File: config.mk
export PLATFORM = sky130hd
export DESIGN_NAME = waypoint_segment_time_allocator_flat
export DESIGN_NICKNAME = d
export VERILOG_FILES = /design/src/rtl/wsta_pkg.sv /design/src/rtl/wsta_req_if.sv /design/src/rtl/wsta_rsp_if.sv /design/src/rtl/waypoint_segment_time_allocator.sv /design/src/rtl/wsta_divsqrt.sv /design/src/flat_wrapper.sv
export SDC_FILE = /design/constraint.sdc
export NUM_CORES = 2
export LEC_CHECK = 0
export BUFFER_PORTS_ARGS = -buffer_cell sky130_fd_sc_hd__clkbuf_2
export CAP_MARGIN = 20
export CORE_MARGIN = 4
export CORE_UTILIZATION = 60
export CTS_CLUSTER_DIAMETER = 100
export DETAILED_ROUTE_END_ITERATION = 16
export GPL_TIMING_DRIVEN = 0
export PLACE_DENSITY = 0.77
export SYNTH_ARGS = -nofsm -noshare
export SYNTH_HDL_FRONTEND = slang
export SYNTH_SLANG_ARGS = --single-unit
export TNS_END_PERCENT = 10
File: constraint.sdc
create_clock -name clock -period 14.3 [get_ports clock]
set_input_delay 0.715 -clock clock [delete_from_list [all_inputs] [get_ports clock]]
set_output_delay 0.715 -clock clock [all_outputs]
set_load 0.01 [all_outputs]
File: src/rtl/wsta_pkg.sv
`timescale 1ns / 1ps
// ----------------------------------------------------------------------------
// wsta_pkg
// Shared types and constants of the waypoint segment time allocator.
// ----------------------------------------------------------------------------
package wsta_pkg;

   localparam int unsigned COORD_W  = 24;
   localparam int unsigned ORIENT_W = 16;
   localparam int unsigned TIME_W   = 24;
   localparam int unsigned INDEX_W  = 7;
   localparam int unsigned CSR_W    = 24;
   localparam int unsigned CSR_IDX_W = 2;

   // Operand widths of the shared divide / square root unit.
   localparam int unsigned DS_OPND_W = 64;
   localparam int unsigned DS_DEN_W  = 48;

   typedef logic signed [COORD_W-1:0]  coord_type;
   typedef logic signed [ORIENT_W-1:0] orient_type;
   typedef logic        [TIME_W-1:0]   time_type;
   typedef logic        [INDEX_W-1:0]  index_type;

   typedef enum logic [CSR_IDX_W-1:0] {
      CSR_MAX_PIECES   = 2'd0,
      CSR_CLICK_HEIGHT = 2'd1,
      CSR_CRUISE_SPEED = 2'd2,
      CSR_MAX_ACCEL    = 2'd3
   } csr_index_type;

   // Command to the divide / square root unit.
   typedef struct packed {
      logic start;
      logic sqrt_mode;
   } ds_cmd_type;

   // Status from the divide / square root unit.
   typedef struct packed {
      logic busy;
      logic done;
   } ds_stat_type;

endpackage

File: src/rtl/wsta_req_if.sv
`timescale 1ns / 1ps
// ----------------------------------------------------------------------------
// wsta_req_if
// Waypoint request channel: valid/ready handshake with one waypoint payload.
// ----------------------------------------------------------------------------
interface wsta_req_if;
   logic                 valid;
   logic                 ready;
   wsta_pkg::coord_type  pos_x;
   wsta_pkg::coord_type  pos_y;
   wsta_pkg::orient_type orient_z;

   modport source (output valid, output pos_x, output pos_y, output orient_z, input ready);
   modport sink   (input valid, input pos_x, input pos_y, input orient_z, output ready);
endinterface

File: src/rtl/wsta_rsp_if.sv
`timescale 1ns / 1ps
// ----------------------------------------------------------------------------
// wsta_rsp_if
// Segment time response channel: valid/ready handshake with one result.
// ----------------------------------------------------------------------------
interface wsta_rsp_if;
   logic                valid;
   logic                ready;
   wsta_pkg::time_type  segment_time;
   logic                time_valid;
   wsta_pkg::index_type point_index;
   logic                restarted;

   modport source (output valid, output segment_time, output time_valid,
                   output point_index, output restarted, input ready);
   modport sink   (input valid, input segment_time, input time_valid,
                   input point_index, input restarted, output ready);
endinterface

File: src/rtl/waypoint_segment_time_allocator.sv
`timescale 1ns / 1ps
// ----------------------------------------------------------------------------
// waypoint_segment_time_allocator
// Trapezoidal-profile travel time between consecutive clicked waypoints.
// ----------------------------------------------------------------------------
// Each request transaction carries one waypoint and produces exactly one
// response transaction. The block takes one waypoint at a time: it is ready
// only while its sequencer is idle. A long move runs a 32-step square root
// for the distance and a 64-step division, each followed by a registered done
// strobe that hands the finished value back, besides the multiply, setup and
// start states. A short move adds a second 32-step square root, and the first
// point of a sequence skips the divide / square root unit. A finished result
// may also wait for the response register to free up. The shared divide /
// square root unit retires one quotient or root bit per cycle. A finished
// result waits in the response register, so a new waypoint may be taken while
// the previous response is still pending. Configuration writes must only be
// issued while no transaction is in flight.
// ----------------------------------------------------------------------------
module waypoint_segment_time_allocator #(
   parameter int unsigned MAX_PIECE_BOUND = 64
) (
   input  logic                               clock,
   input  logic                               reset,
   wsta_req_if.sink                           req_if,
   wsta_rsp_if.source                         rsp_if,
   input  logic                               csr_we,
   input  logic [wsta_pkg::CSR_IDX_W-1:0]     csr_index,
   input  logic [wsta_pkg::CSR_W-1:0]         csr_wdata
);

   // The point counter must hold one more than the largest piece limit.
   localparam int unsigned CNT_W = $clog2(MAX_PIECE_BOUND + 2);
   localparam int unsigned LIM_W = (CNT_W > wsta_pkg::INDEX_W) ? CNT_W : wsta_pkg::INDEX_W;
   localparam int unsigned MUL_W = 25;
   localparam int unsigned PRD_W = 2 * MUL_W;

   // One-hot sequencer states.
   typedef enum logic [16:0] {
      ST_IDLE   = 17'h00001,
      ST_ZMUL   = 17'h00002,
      ST_DXMUL  = 17'h00004,
      ST_DYMUL  = 17'h00008,
      ST_DZMUL  = 17'h00010,
      ST_ACC    = 17'h00020,
      ST_R1GO   = 17'h00040,
      ST_R1WAIT = 17'h00080,
      ST_DAMUL  = 17'h00100,
      ST_VVMUL  = 17'h00200,
      ST_AVMUL  = 17'h00400,
      ST_SETUP  = 17'h00800,
      ST_DVGO   = 17'h01000,
      ST_DVWAIT = 17'h02000,
      ST_R2GO   = 17'h04000,
      ST_R2WAIT = 17'h08000,
      ST_DONE   = 17'h10000
   } state_type;

   state_type state_ff, state_in;

   // Configuration registers.
   logic [wsta_pkg::INDEX_W-1:0] max_pieces_ff;
   logic [wsta_pkg::CSR_W-1:0]   click_height_ff;
   logic [wsta_pkg::CSR_W-1:0]   cruise_speed_ff;
   logic [wsta_pkg::CSR_W-1:0]   max_accel_ff;

   // Sequence state kept between waypoints.
   logic [wsta_pkg::COORD_W-1:0] prev_x_ff;
   logic [wsta_pkg::COORD_W-1:0] prev_y_ff;
   logic [wsta_pkg::COORD_W-1:0] prev_z_ff;
   logic [CNT_W-1:0]             count_ff;

   // Per-transaction working registers.
   logic [15:0]                  mag_ff;
   logic [MUL_W-1:0]             dx_abs_ff;
   logic [MUL_W-1:0]             dy_abs_ff;
   logic [MUL_W-1:0]             dz_abs_ff;
   logic [wsta_pkg::COORD_W-1:0] z_ff;
   logic [PRD_W-1:0]             prod_ff;
   logic [PRD_W-1:0]             acc_ff;
   logic [MUL_W-1:0]             dist_ff;
   logic [PRD_W-1:0]             da_ff;
   logic [PRD_W-1:0]             vv_ff;
   logic [wsta_pkg::DS_OPND_W-1:0] num_ff;
   logic [wsta_pkg::DS_DEN_W-1:0]  den_ff;
   logic                         short_ff;
   logic                         tvalid_ff;
   logic                         restart_ff;
   logic [wsta_pkg::INDEX_W-1:0] idx_ff;
   wsta_pkg::time_type           time_ff;

   // Response register.
   logic                         rsp_valid_ff;
   wsta_pkg::time_type           rsp_time_ff;
   logic                         rsp_tvalid_ff;
   logic [wsta_pkg::INDEX_W-1:0] rsp_idx_ff;
   logic                         rsp_restart_ff;

   // Zero speed or acceleration is treated as one.
   logic [wsta_pkg::CSR_W-1:0] v_eff;
   logic [wsta_pkg::CSR_W-1:0] a_eff;
   assign v_eff = (cruise_speed_ff == '0) ? wsta_pkg::CSR_W'(1) : cruise_speed_ff;
   assign a_eff = (max_accel_ff == '0) ? wsta_pkg::CSR_W'(1) : max_accel_ff;

   // The piece limit is clamped to the range from one to the bound.
   logic [LIM_W-1:0] limit;
   logic [LIM_W-1:0] mp_ext;
   always_comb begin
      mp_ext = LIM_W'(max_pieces_ff);
      if (mp_ext == '0) begin
         limit = LIM_W'(1);
      end else if (mp_ext > LIM_W'(MAX_PIECE_BOUND)) begin
         limit = LIM_W'(MAX_PIECE_BOUND);
      end else begin
         limit = mp_ext;
      end
   end

   // Sequence bookkeeping for the waypoint being accepted.
   logic             accept;
   logic             restart_now;
   logic [CNT_W-1:0] count_eff;
   assign accept      = req_if.valid && req_if.ready;
   assign restart_now = LIM_W'(count_ff) > limit;
   assign count_eff   = restart_now ? '0 : count_ff;

   // Coordinate differences against the previous waypoint.
   logic signed [wsta_pkg::COORD_W:0] dx;
   logic signed [wsta_pkg::COORD_W:0] dy;
   logic signed [wsta_pkg::COORD_W:0] dz;
   logic [15:0]                       oz;
   assign dx = {req_if.pos_x[wsta_pkg::COORD_W-1], req_if.pos_x}
             - {prev_x_ff[wsta_pkg::COORD_W-1], prev_x_ff};
   assign dy = {req_if.pos_y[wsta_pkg::COORD_W-1], req_if.pos_y}
             - {prev_y_ff[wsta_pkg::COORD_W-1], prev_y_ff};
   assign dz = {1'b0, z_ff} - {1'b0, prev_z_ff};
   assign oz = req_if.orient_z;

   // Height from the registered orientation product, saturated to 24 bits.
   logic [PRD_W-15:0]            z_shift;
   logic [wsta_pkg::COORD_W-1:0] z_sat;
   assign z_shift = prod_ff[PRD_W-1:14];
   assign z_sat   = (|z_shift[PRD_W-15:wsta_pkg::COORD_W]) ? '1
                                                           : z_shift[wsta_pkg::COORD_W-1:0];

   // The one shared multiplier; its product is always registered.
   logic [MUL_W-1:0] mul_a;
   logic [MUL_W-1:0] mul_b;
   always_comb begin
      case (state_ff)
         ST_ZMUL: begin
            mul_a = MUL_W'(mag_ff);
            mul_b = MUL_W'(click_height_ff);
         end
         ST_DXMUL: begin
            mul_a = dx_abs_ff;
            mul_b = dx_abs_ff;
         end
         ST_DYMUL: begin
            mul_a = dy_abs_ff;
            mul_b = dy_abs_ff;
         end
         ST_DZMUL: begin
            mul_a = dz_abs_ff;
            mul_b = dz_abs_ff;
         end
         ST_DAMUL: begin
            mul_a = dist_ff;
            mul_b = MUL_W'(a_eff);
         end
         ST_VVMUL: begin
            mul_a = MUL_W'(v_eff);
            mul_b = MUL_W'(v_eff);
         end
         ST_AVMUL: begin
            mul_a = MUL_W'(a_eff);
            mul_b = MUL_W'(v_eff);
         end
         default: begin
            mul_a = '0;
            mul_b = '0;
         end
      endcase
   end

   // Shared divide / square root unit.
   wsta_pkg::ds_cmd_type          ds_cmd;
   wsta_pkg::ds_stat_type         ds_stat;
   logic [wsta_pkg::DS_OPND_W-1:0] ds_operand;
   logic [wsta_pkg::DS_OPND_W-1:0] ds_result;

   always_comb begin
      ds_cmd.start     = (state_ff == ST_R1GO) || (state_ff == ST_DVGO)
                      || (state_ff == ST_R2GO);
      ds_cmd.sqrt_mode = (state_ff != ST_DVGO);
      case (state_ff)
         ST_R1GO: ds_operand = wsta_pkg::DS_OPND_W'(acc_ff);
         ST_DVGO: ds_operand = num_ff;
         default: ds_operand = ds_result;
      endcase
   end

   wsta_divsqrt u_divsqrt (
      .clock   (clock),
      .reset   (reset),
      .cmd     (ds_cmd),
      .operand (ds_operand),
      .divisor (den_ff),
      .stat    (ds_stat),
      .result  (ds_result)
   );

   // Times above the 24-bit range saturate.
   wsta_pkg::time_type res_sat;
   assign res_sat = (|ds_result[wsta_pkg::DS_OPND_W-1:wsta_pkg::TIME_W]) ? '1
                                                   : ds_result[wsta_pkg::TIME_W-1:0];

   // Short moves take the square-root branch: d*a < v*v.
   logic             short_now;
   logic [PRD_W:0]   long_sum;
   assign short_now = da_ff < vv_ff;
   assign long_sum  = {1'b0, vv_ff} + {1'b0, da_ff};

   logic load_rsp;
   assign load_rsp = (state_ff == ST_DONE) && (!rsp_valid_ff || rsp_if.ready);

   // Sequencer.
   always_comb begin
      state_in = state_ff;
      case (state_ff)
         ST_IDLE:   if (accept) state_in = ST_ZMUL;
         ST_ZMUL:   state_in = ST_DXMUL;
         ST_DXMUL:  state_in = ST_DYMUL;
         ST_DYMUL:  state_in = tvalid_ff ? ST_DZMUL : ST_DONE;
         ST_DZMUL:  state_in = ST_ACC;
         ST_ACC:    state_in = ST_R1GO;
         ST_R1GO:   state_in = ST_R1WAIT;
         ST_R1WAIT: if (ds_stat.done) state_in = ST_DAMUL;
         ST_DAMUL:  state_in = ST_VVMUL;
         ST_VVMUL:  state_in = ST_AVMUL;
         ST_AVMUL:  state_in = ST_SETUP;
         ST_SETUP:  state_in = ST_DVGO;
         ST_DVGO:   state_in = ST_DVWAIT;
         ST_DVWAIT: if (ds_stat.done) state_in = short_ff ? ST_R2GO : ST_DONE;
         ST_R2GO:   state_in = ST_R2WAIT;
         ST_R2WAIT: if (ds_stat.done) state_in = ST_DONE;
         ST_DONE:   if (load_rsp) state_in = ST_IDLE;
         default:   state_in = ST_IDLE;
      endcase
   end

   // Control state and configuration.
   always_ff @(posedge clock) begin
      if (reset) begin
         state_ff        <= ST_IDLE;
         max_pieces_ff   <= wsta_pkg::INDEX_W'(16);
         click_height_ff <= wsta_pkg::CSR_W'(4096);
         cruise_speed_ff <= wsta_pkg::CSR_W'(4096);
         max_accel_ff    <= wsta_pkg::CSR_W'(4096);
         prev_x_ff       <= '0;
         prev_y_ff       <= '0;
         prev_z_ff       <= '0;
         count_ff        <= '0;
         rsp_valid_ff    <= 1'b0;
      end else begin
         state_ff <= state_in;
         if (csr_we) begin
            case (csr_index)
               wsta_pkg::CSR_MAX_PIECES:   max_pieces_ff   <= csr_wdata[wsta_pkg::INDEX_W-1:0];
               wsta_pkg::CSR_CLICK_HEIGHT: click_height_ff <= csr_wdata;
               wsta_pkg::CSR_CRUISE_SPEED: cruise_speed_ff <= csr_wdata;
               wsta_pkg::CSR_MAX_ACCEL:    max_accel_ff    <= csr_wdata;
               default: ;
            endcase
         end
         if (accept) begin
            prev_x_ff <= req_if.pos_x;
            prev_y_ff <= req_if.pos_y;
            count_ff  <= count_eff + CNT_W'(1);
         end
         // The old height is needed for the z difference until this state.
         if (state_ff == ST_DYMUL) begin
            prev_z_ff <= z_ff;
         end
         if (load_rsp) begin
            rsp_valid_ff <= 1'b1;
         end else if (rsp_if.ready) begin
            rsp_valid_ff <= 1'b0;
         end
      end
   end

   // Datapath registers.
   always_ff @(posedge clock) begin
      prod_ff <= mul_a * mul_b;
      if (accept) begin
         mag_ff     <= oz[15] ? (~oz + 16'd1) : oz;
         dx_abs_ff  <= dx[wsta_pkg::COORD_W] ? MUL_W'(-dx) : MUL_W'(dx);
         dy_abs_ff  <= dy[wsta_pkg::COORD_W] ? MUL_W'(-dy) : MUL_W'(dy);
         restart_ff <= restart_now;
         tvalid_ff  <= (count_eff != '0);
         idx_ff     <= wsta_pkg::INDEX_W'(count_eff);
         time_ff    <= '0;
      end
      case (state_ff)
         ST_DXMUL: z_ff <= z_sat;
         ST_DYMUL: begin
            dz_abs_ff <= dz[wsta_pkg::COORD_W] ? MUL_W'(-dz) : MUL_W'(dz);
            acc_ff    <= prod_ff;
         end
         ST_DZMUL:  acc_ff <= acc_ff + prod_ff;
         ST_ACC:    acc_ff <= acc_ff + prod_ff;
         ST_R1WAIT: if (ds_stat.done) dist_ff <= ds_result[MUL_W-1:0];
         ST_VVMUL:  da_ff <= prod_ff;
         ST_AVMUL:  vv_ff <= prod_ff;
         ST_SETUP: begin
            short_ff <= short_now;
            if (short_now) begin
               num_ff <= wsta_pkg::DS_OPND_W'(dist_ff) << 26;
               den_ff <= wsta_pkg::DS_DEN_W'(a_eff);
            end else begin
               num_ff <= wsta_pkg::DS_OPND_W'(long_sum) << 12;
               den_ff <= prod_ff[wsta_pkg::DS_DEN_W-1:0];
            end
         end
         ST_DVWAIT: if (ds_stat.done && !short_ff) time_ff <= res_sat;
         ST_R2WAIT: if (ds_stat.done) time_ff <= res_sat;
         default: ;
      endcase
      if (load_rsp) begin
         rsp_time_ff    <= time_ff;
         rsp_tvalid_ff  <= tvalid_ff;
         rsp_idx_ff     <= idx_ff;
         rsp_restart_ff <= restart_ff;
      end
   end

   assign req_if.ready        = (state_ff == ST_IDLE);
   assign rsp_if.valid        = rsp_valid_ff;
   assign rsp_if.segment_time = rsp_time_ff;
   assign rsp_if.time_valid   = rsp_tvalid_ff;
   assign rsp_if.point_index  = rsp_idx_ff;
   assign rsp_if.restarted    = rsp_restart_ff;

   // A waypoint occupies the sequencer, which is then not ready for another.
   a_busy_after_accept: assert property (@(posedge clock) disable iff (reset)
      (req_if.valid && req_if.ready) |=> !req_if.ready)
      else $error("request accepted while a waypoint was in flight");

   // The first point of a sequence never carries a time.
   a_first_point_zero: assert property (@(posedge clock) disable iff (reset)
      (rsp_if.valid && !rsp_if.time_valid) |-> (rsp_if.segment_time == '0))
      else $error("first point of a sequence carries a nonzero time");

   // A restarted sequence always begins at index zero.
   a_restart_index: assert property (@(posedge clock) disable iff (reset)
      (rsp_if.valid && rsp_if.restarted) |-> (rsp_if.point_index == '0))
      else $error("restarted point has a nonzero index");

   // The shared unit only finishes while the sequencer waits for it.
   a_done_in_wait: assert property (@(posedge clock) disable iff (reset)
      ds_stat.done |-> ((state_ff == ST_R1WAIT) || (state_ff == ST_DVWAIT)
                        || (state_ff == ST_R2WAIT)))
      else $error("divide or root finished outside a wait state");

endmodule

File: src/rtl/wsta_divsqrt.sv
`timescale 1ns / 1ps
// ----------------------------------------------------------------------------
// wsta_divsqrt
// Iterative restoring divider and digit-by-digit square root on one subtractor.
// ----------------------------------------------------------------------------
module wsta_divsqrt (
   input  logic                                clock,
   input  logic                                reset,
   input  wsta_pkg::ds_cmd_type                cmd,
   input  logic [wsta_pkg::DS_OPND_W-1:0]      operand,
   input  logic [wsta_pkg::DS_DEN_W-1:0]       divisor,
   output wsta_pkg::ds_stat_type               stat,
   output logic [wsta_pkg::DS_OPND_W-1:0]      result
);

   localparam int unsigned REM_W = wsta_pkg::DS_DEN_W + 1;

   logic                              busy_ff;
   logic                              done_ff;
   logic                              sqrt_ff;
   logic [5:0]                        cnt_ff;
   logic [REM_W-1:0]                  rem_ff;
   logic [wsta_pkg::DS_OPND_W-1:0]    src_ff;
   logic [wsta_pkg::DS_OPND_W-1:0]    quo_ff;
   logic [wsta_pkg::DS_DEN_W-1:0]     den_ff;

   logic [REM_W-1:0] rem_sh;
   logic [REM_W-1:0] trial;
   logic [REM_W:0]   diff;
   logic             ge;
   logic             last;

   // Division brings down one numerator bit per step, square root two.
   always_comb begin
      if (sqrt_ff) begin
         rem_sh = {rem_ff[REM_W-3:0], src_ff[wsta_pkg::DS_OPND_W-1 -: 2]};
         trial  = {{(REM_W-34){1'b0}}, quo_ff[31:0], 2'b01};
      end else begin
         rem_sh = {rem_ff[REM_W-2:0], src_ff[wsta_pkg::DS_OPND_W-1]};
         trial  = {1'b0, den_ff};
      end
      diff = {1'b0, rem_sh} - {1'b0, trial};
      ge   = ~diff[REM_W];
      last = (cnt_ff == (sqrt_ff ? 6'd31 : 6'd63));
   end

   always_ff @(posedge clock) begin
      if (reset) begin
         busy_ff <= 1'b0;
         done_ff <= 1'b0;
      end else begin
         done_ff <= 1'b0;
         if (cmd.start) begin
            busy_ff <= 1'b1;
         end else if (busy_ff && last) begin
            busy_ff <= 1'b0;
            done_ff <= 1'b1;
         end
      end
   end

   always_ff @(posedge clock) begin
      if (cmd.start) begin
         sqrt_ff <= cmd.sqrt_mode;
         cnt_ff  <= '0;
         rem_ff  <= '0;
         quo_ff  <= '0;
         src_ff  <= operand;
         den_ff  <= divisor;
      end else if (busy_ff) begin
         rem_ff <= ge ? diff[REM_W-1:0] : rem_sh;
         quo_ff <= {quo_ff[wsta_pkg::DS_OPND_W-2:0], ge};
         src_ff <= sqrt_ff ? (src_ff << 2) : (src_ff << 1);
         cnt_ff <= cnt_ff + 6'd1;
      end
   end

   assign stat.busy = busy_ff;
   assign stat.done = done_ff;
   assign result    = quo_ff;

endmodule

File: src/flat_wrapper.sv
// flat-port wrapper written by rule: the top's interface ports become plain ports
module waypoint_segment_time_allocator_flat 
#(
   parameter int unsigned MAX_PIECE_BOUND = 64
)
  (clock, reset, csr_we, csr_index, csr_wdata, req_if_valid, req_if_pos_x, req_if_pos_y, req_if_orient_z, req_if_ready, rsp_if_valid, rsp_if_segment_time, rsp_if_time_valid, rsp_if_point_index, rsp_if_restarted, rsp_if_ready);
  wsta_req_if req_if_i ();
  wsta_rsp_if rsp_if_i ();
  input  logic clock;
  input  logic reset;
  input  logic csr_we;
  input  logic [wsta_pkg::CSR_IDX_W-1:0] csr_index;
  input  logic [wsta_pkg::CSR_W-1:0] csr_wdata;
  input wire logic [$bits(req_if_i.valid)-1:0] req_if_valid;
  input wire logic [$bits(req_if_i.pos_x)-1:0] req_if_pos_x;
  input wire logic [$bits(req_if_i.pos_y)-1:0] req_if_pos_y;
  input wire logic [$bits(req_if_i.orient_z)-1:0] req_if_orient_z;
  output wire logic [$bits(req_if_i.ready)-1:0] req_if_ready;
  output wire logic [$bits(rsp_if_i.valid)-1:0] rsp_if_valid;
  output wire logic [$bits(rsp_if_i.segment_time)-1:0] rsp_if_segment_time;
  output wire logic [$bits(rsp_if_i.time_valid)-1:0] rsp_if_time_valid;
  output wire logic [$bits(rsp_if_i.point_index)-1:0] rsp_if_point_index;
  output wire logic [$bits(rsp_if_i.restarted)-1:0] rsp_if_restarted;
  input wire logic [$bits(rsp_if_i.ready)-1:0] rsp_if_ready;
  assign req_if_i.valid = req_if_valid;
  assign req_if_i.pos_x = req_if_pos_x;
  assign req_if_i.pos_y = req_if_pos_y;
  assign req_if_i.orient_z = req_if_orient_z;
  assign req_if_ready = req_if_i.ready;
  assign rsp_if_valid = rsp_if_i.valid;
  assign rsp_if_segment_time = rsp_if_i.segment_time;
  assign rsp_if_time_valid = rsp_if_i.time_valid;
  assign rsp_if_point_index = rsp_if_i.point_index;
  assign rsp_if_restarted = rsp_if_i.restarted;
  assign rsp_if_i.ready = rsp_if_ready;
  waypoint_segment_time_allocator #(.MAX_PIECE_BOUND(MAX_PIECE_BOUND)) u_core (.clock(clock), .reset(reset), .req_if(req_if_i), .rsp_if(rsp_if_i), .csr_we(csr_we), .csr_index(csr_index), .csr_wdata(csr_wdata));
endmodule
==> results.yml <==
sta:
  fin_crit_sh_pct: 83.4
  timing_hold_violations_final: 0
  drv_slew: 6
  fmax_mhz: 83.8
  rsz0062_at_grt: "false"
  relSlewSlack_pct: -1.70
  clock_skew_ns: 0.0720
  whs_ns: 0.220
  fin_crit_ns: 11.93
  tightest_slew_ns: 1.53
  layout_setup_ws_ns: 2.37
  fin_setup_tns_ns: 0
  setup_viol: 0
clocking:
  numCtsBuffers: 98
  ctsResizeCount: 0
  post_cts_buffers: 0
  cts_max_level: 3
  cts_hold_buf: 0
  cts_sinks: 915
  cts_root_buf: "clkbuf_16"
  max-clock-path-buffers: 3
  cts.clk_slew.worst_paths_ns: 0.07
  cts_tree: "done"
  worst_skew_pair.late_latency_ns: 0.74
pwr:
  power_frac_comb_pct: 11.9
  p_sw_w: 0.00164
  leakage_nw: 31.8
  p_per_area_mw_per_mm2: 80.7
  intPower_w: 0.00458
  p_seq_share_pct: 47.0
  p_clk_share_pct: 41.1
  switching_share_pct: 26.3
  worst_ir_drop_vdd_mv: 0.113
synthesis:
  synth_edf_count: 545
  yosysUniqueCellTypes: 105
  muxShareOfSynthArea_pct: 3.50
  synth_top_family_by_area: "adder cells"
  yosys_warnings: 0
  syn_area_per_cell_um2: 9.21
  netlist_instances: 7687
  synth_nets: 8782
  synthAdderAreaFrac_pct: 23.3
  synthTopCellsByArea: "edfxtp_1 23%, fa_1 15%, dfxtp_1 10%, ha_1 8.3%, nand2_1 6.0%"
  ys_ff_latch: 915
  seq_area_frac_synth_pct: 33.6
  yosysTopAreaCell: "edfxtp_1"
  synth_top_flop_cell: "edfxtp_1"
  async_flop_share_pct: 0
  yosys.area_share.simple_pct: 14.6
  yosysTopAreaCellShare_pct: 23.1
  netlist_area_mm2: 0.0708
  synth_xor_area_share_pct: 3.71
  synth_compound_gate_area_share_pct: 14.3
placement:
  dp_hpwl_mm: 193
  place_ws_ns: 2.65
  portBuffers: 128
  gp_congestion: 1.04
drt:
  drtPass1Iterations: 9
  drtIter0Drc: 7060
  viasPerCell: 6.22
  wl_per_cell_um: 25.4
  drc: 0
  vias: 59600
  ant_nets: 0
  wl_mm: 243
worst_setup_path:
  slowest_delay_ns: 0.78
  crit_path_frequent_cell: "fa_1"
  crit_arrival_ns: 12.55
  r2r_end: "u_core.prod_ff[41]"
  crit_path_start_kind: "register"
  slowest_stage: "buf_2"
  rr_startpoint: "u_core.state_ff[7]"
  crit_type: "reg -> reg"
  reg2reg_slack_ns: 2.37
  endpoint_kind: "register"
  critPathMaxFanout: 33
  reg2reg_depth: 32
  required_ns: 14.92
run_status:
  violations: "slew limit"
  outcome: "finished with violations"
die:
  die_w_um: 351
  core_mm2: 0.117
  die_h_um: 351
  fp-row-count: 125
  dieArea_mm2: 0.124
  initial_core_util_pct: 60.7
  boundaryPins: 130
cells_and_area:
  num-fill-cells: 9573
  multi_input_area_mm2: 0.0421
  final_nets: 9030
  regArea_mm2: 0.0238
  layout_common_cells: "1132 x nand2_1, 901 x inv_1, 558 x nor2_1, 555 x a21oi_1, 545 x edfxtp_1"
  drive_gt1_share_pct: 6.41
  final_common_cell: "nand2_1"
  syn2layout_area_growth_pct: 8.80
grt:
  globalRoute.totalOverflow: 0
  grt_max_degree: 75
  grt_pass1_wl_mm: 361
  grt_antenna_before_repair: 25
  first_global_vias: 58200
  grt_usage_pct: 39.3
worst_hold_path:
  min-delay-start: "req_if_pos_y[16]"
  whs_path_depth: 3
  holdCritPathClass: "in -> reg"
  hold_end: "u_core.prev_y_ff[16]"
flow_run:
  cap_violations: 0
-- worst max path at each step --
stage / start / to / slack, ns / cells past startpoint
final: u_core.state_ff[7] / u_core.prod_ff[41] / 2.37 / 32
after global routing: u_core.state_ff[7] / u_core.prod_ff[41] / 1.93 / 32
after CTS: u_core.state_ff[7] / u_core.prod_ff[41] / 2.61 / 32
after detailed placement: u_core.state_ff[7] / u_core.prod_ff[41] / 2.65 / 32
after global placement: u_core.state_ff[1] / u_core.prod_ff[41] / 0.81 / 34
after floorplan: u_core.state_ff[0] / u_core.prod_ff[48] / 4.33 / 33
-- Yosys cell counts, types with 13 or more instances --
library cell     n
nand2_1       1133
inv_1          903
nor2_1         558
a21oi_1        555
edfxtp_1       545
fa_1           532
ha_1           468
o21ai_0        402
dfxtp_1        370
clkbuf_1       296
xnor2_1        198
mux2i_1        187
a21o_1         133
xor2_1         100
nand3_1         95
and2_1          81
nor3_1          72
a222oi_1        69
buf_2           66
nand2b_1        58
nand4_1         57
o21a_1          56
a22oi_1         54
mux2_2          52
o21bai_1        47
a31oi_1         45
nor2b_1         44
nor4_1          44
or2_2           36
a211oi_1        33
o31ai_1         32
o211ai_1        30
and3_1          29
or3_1           22
a21boi_0        18
nor3b_1         18
nand3b_1        15
and4_1          14
or4_1           13
-- registers in the layout, summed over array words and instances (netlist names), 25 cells and up --
name                     flops
u_core.u_divsqrt.den_ff     48
u_core.da_ff                50
u_core.vv_ff                50
u_core.u_divsqrt.src_ff     64
u_core.dx_abs_ff            25
u_core.u_divsqrt.rem_ff     48
u_core.num_ff               51
u_core.dy_abs_ff            25
u_core.dist_ff              25
u_core.prod_ff              50
u_core.dz_abs_ff            25
u_core.acc_ff               50
u_core.den_ff               48
u_core.u_divsqrt.result     64
-- per-stage QoR --
stage,power (W),util [%],instance area (µm²),instances
3_5_place_dp,0.00369,63.1,73600,9356
4_1_cts,0.00622,65.9,76900,9542
3_3_place_gp,0.00368,62.8,73300,9339
5_1_grt,0.00642,66.0,77000,9547
6_report,0.00622,66.0,77000,9570
2_1_floorplan,0.00348,-,70800,7687
-- metal layers --
| layer | part of all wire, % | vias to the layer above | track usage (%) |
|---|---|---|---|
| met5 | 0.050 | - | 0 |
| li1 | - | 26700 | - |
| met2 | 44 | 3175 | 60.8 |
| met1 | 37 | 28900 | 48.6 |
| met3 | 10 | 861 | 9.67 |
| met4 | 8.5 | 18 | 27.3 |
-- critical path, delay by kind of cell, from the launching register on --
family | cells | cell delay, ns
fa+ha+maj | 8 | 3.97
buf+inv | 7 | 1.68
simple gates | 9 | 2.96
flops | 1 | 0.38
xor+xnor | 1 | 0.28
compound gates | 7 | 2.53
-- power groups by stage --
stage | Sequential [W] | Combinational (W) | Clock, W
global route | 0.00292 | 0.000810 | 0.00269
global placement | 0.00297 | 0.000704 | 0
finish | 0.00292 | 0.000739 | 0.00256
detailed placement | 0.00297 | 0.000719 | 0
CTS | 0.00292 | 0.000725 | 0.00258
floorplan | 0.00295 | 0.000533 | 0
-- logic make-up after synthesis --
kind of cell / after synthesis
AO/OA/AOI/OAI: 1625
XOR/XNOR: 299
adder cells (fa/ha/maj): 1000
buffers and inverters: 1282
flip-flops: 915
multiplexers: 240
AND/OR/NAND/NOR: 2326
-- cell type report --
cell class	count	share of cell area (%)
clock inverters	45	0.562
well taps	1524	2.48
diodes	25	0.0812
inverters	906	4.42
flip-flops and latches	915	30.9
clock buffers	141	3.69
repair buffers	148	1.24
multi-input cells	5490	54.7
plain buffers	376	1.97
No activity file was read; power rests on OpenSTA's default activity.
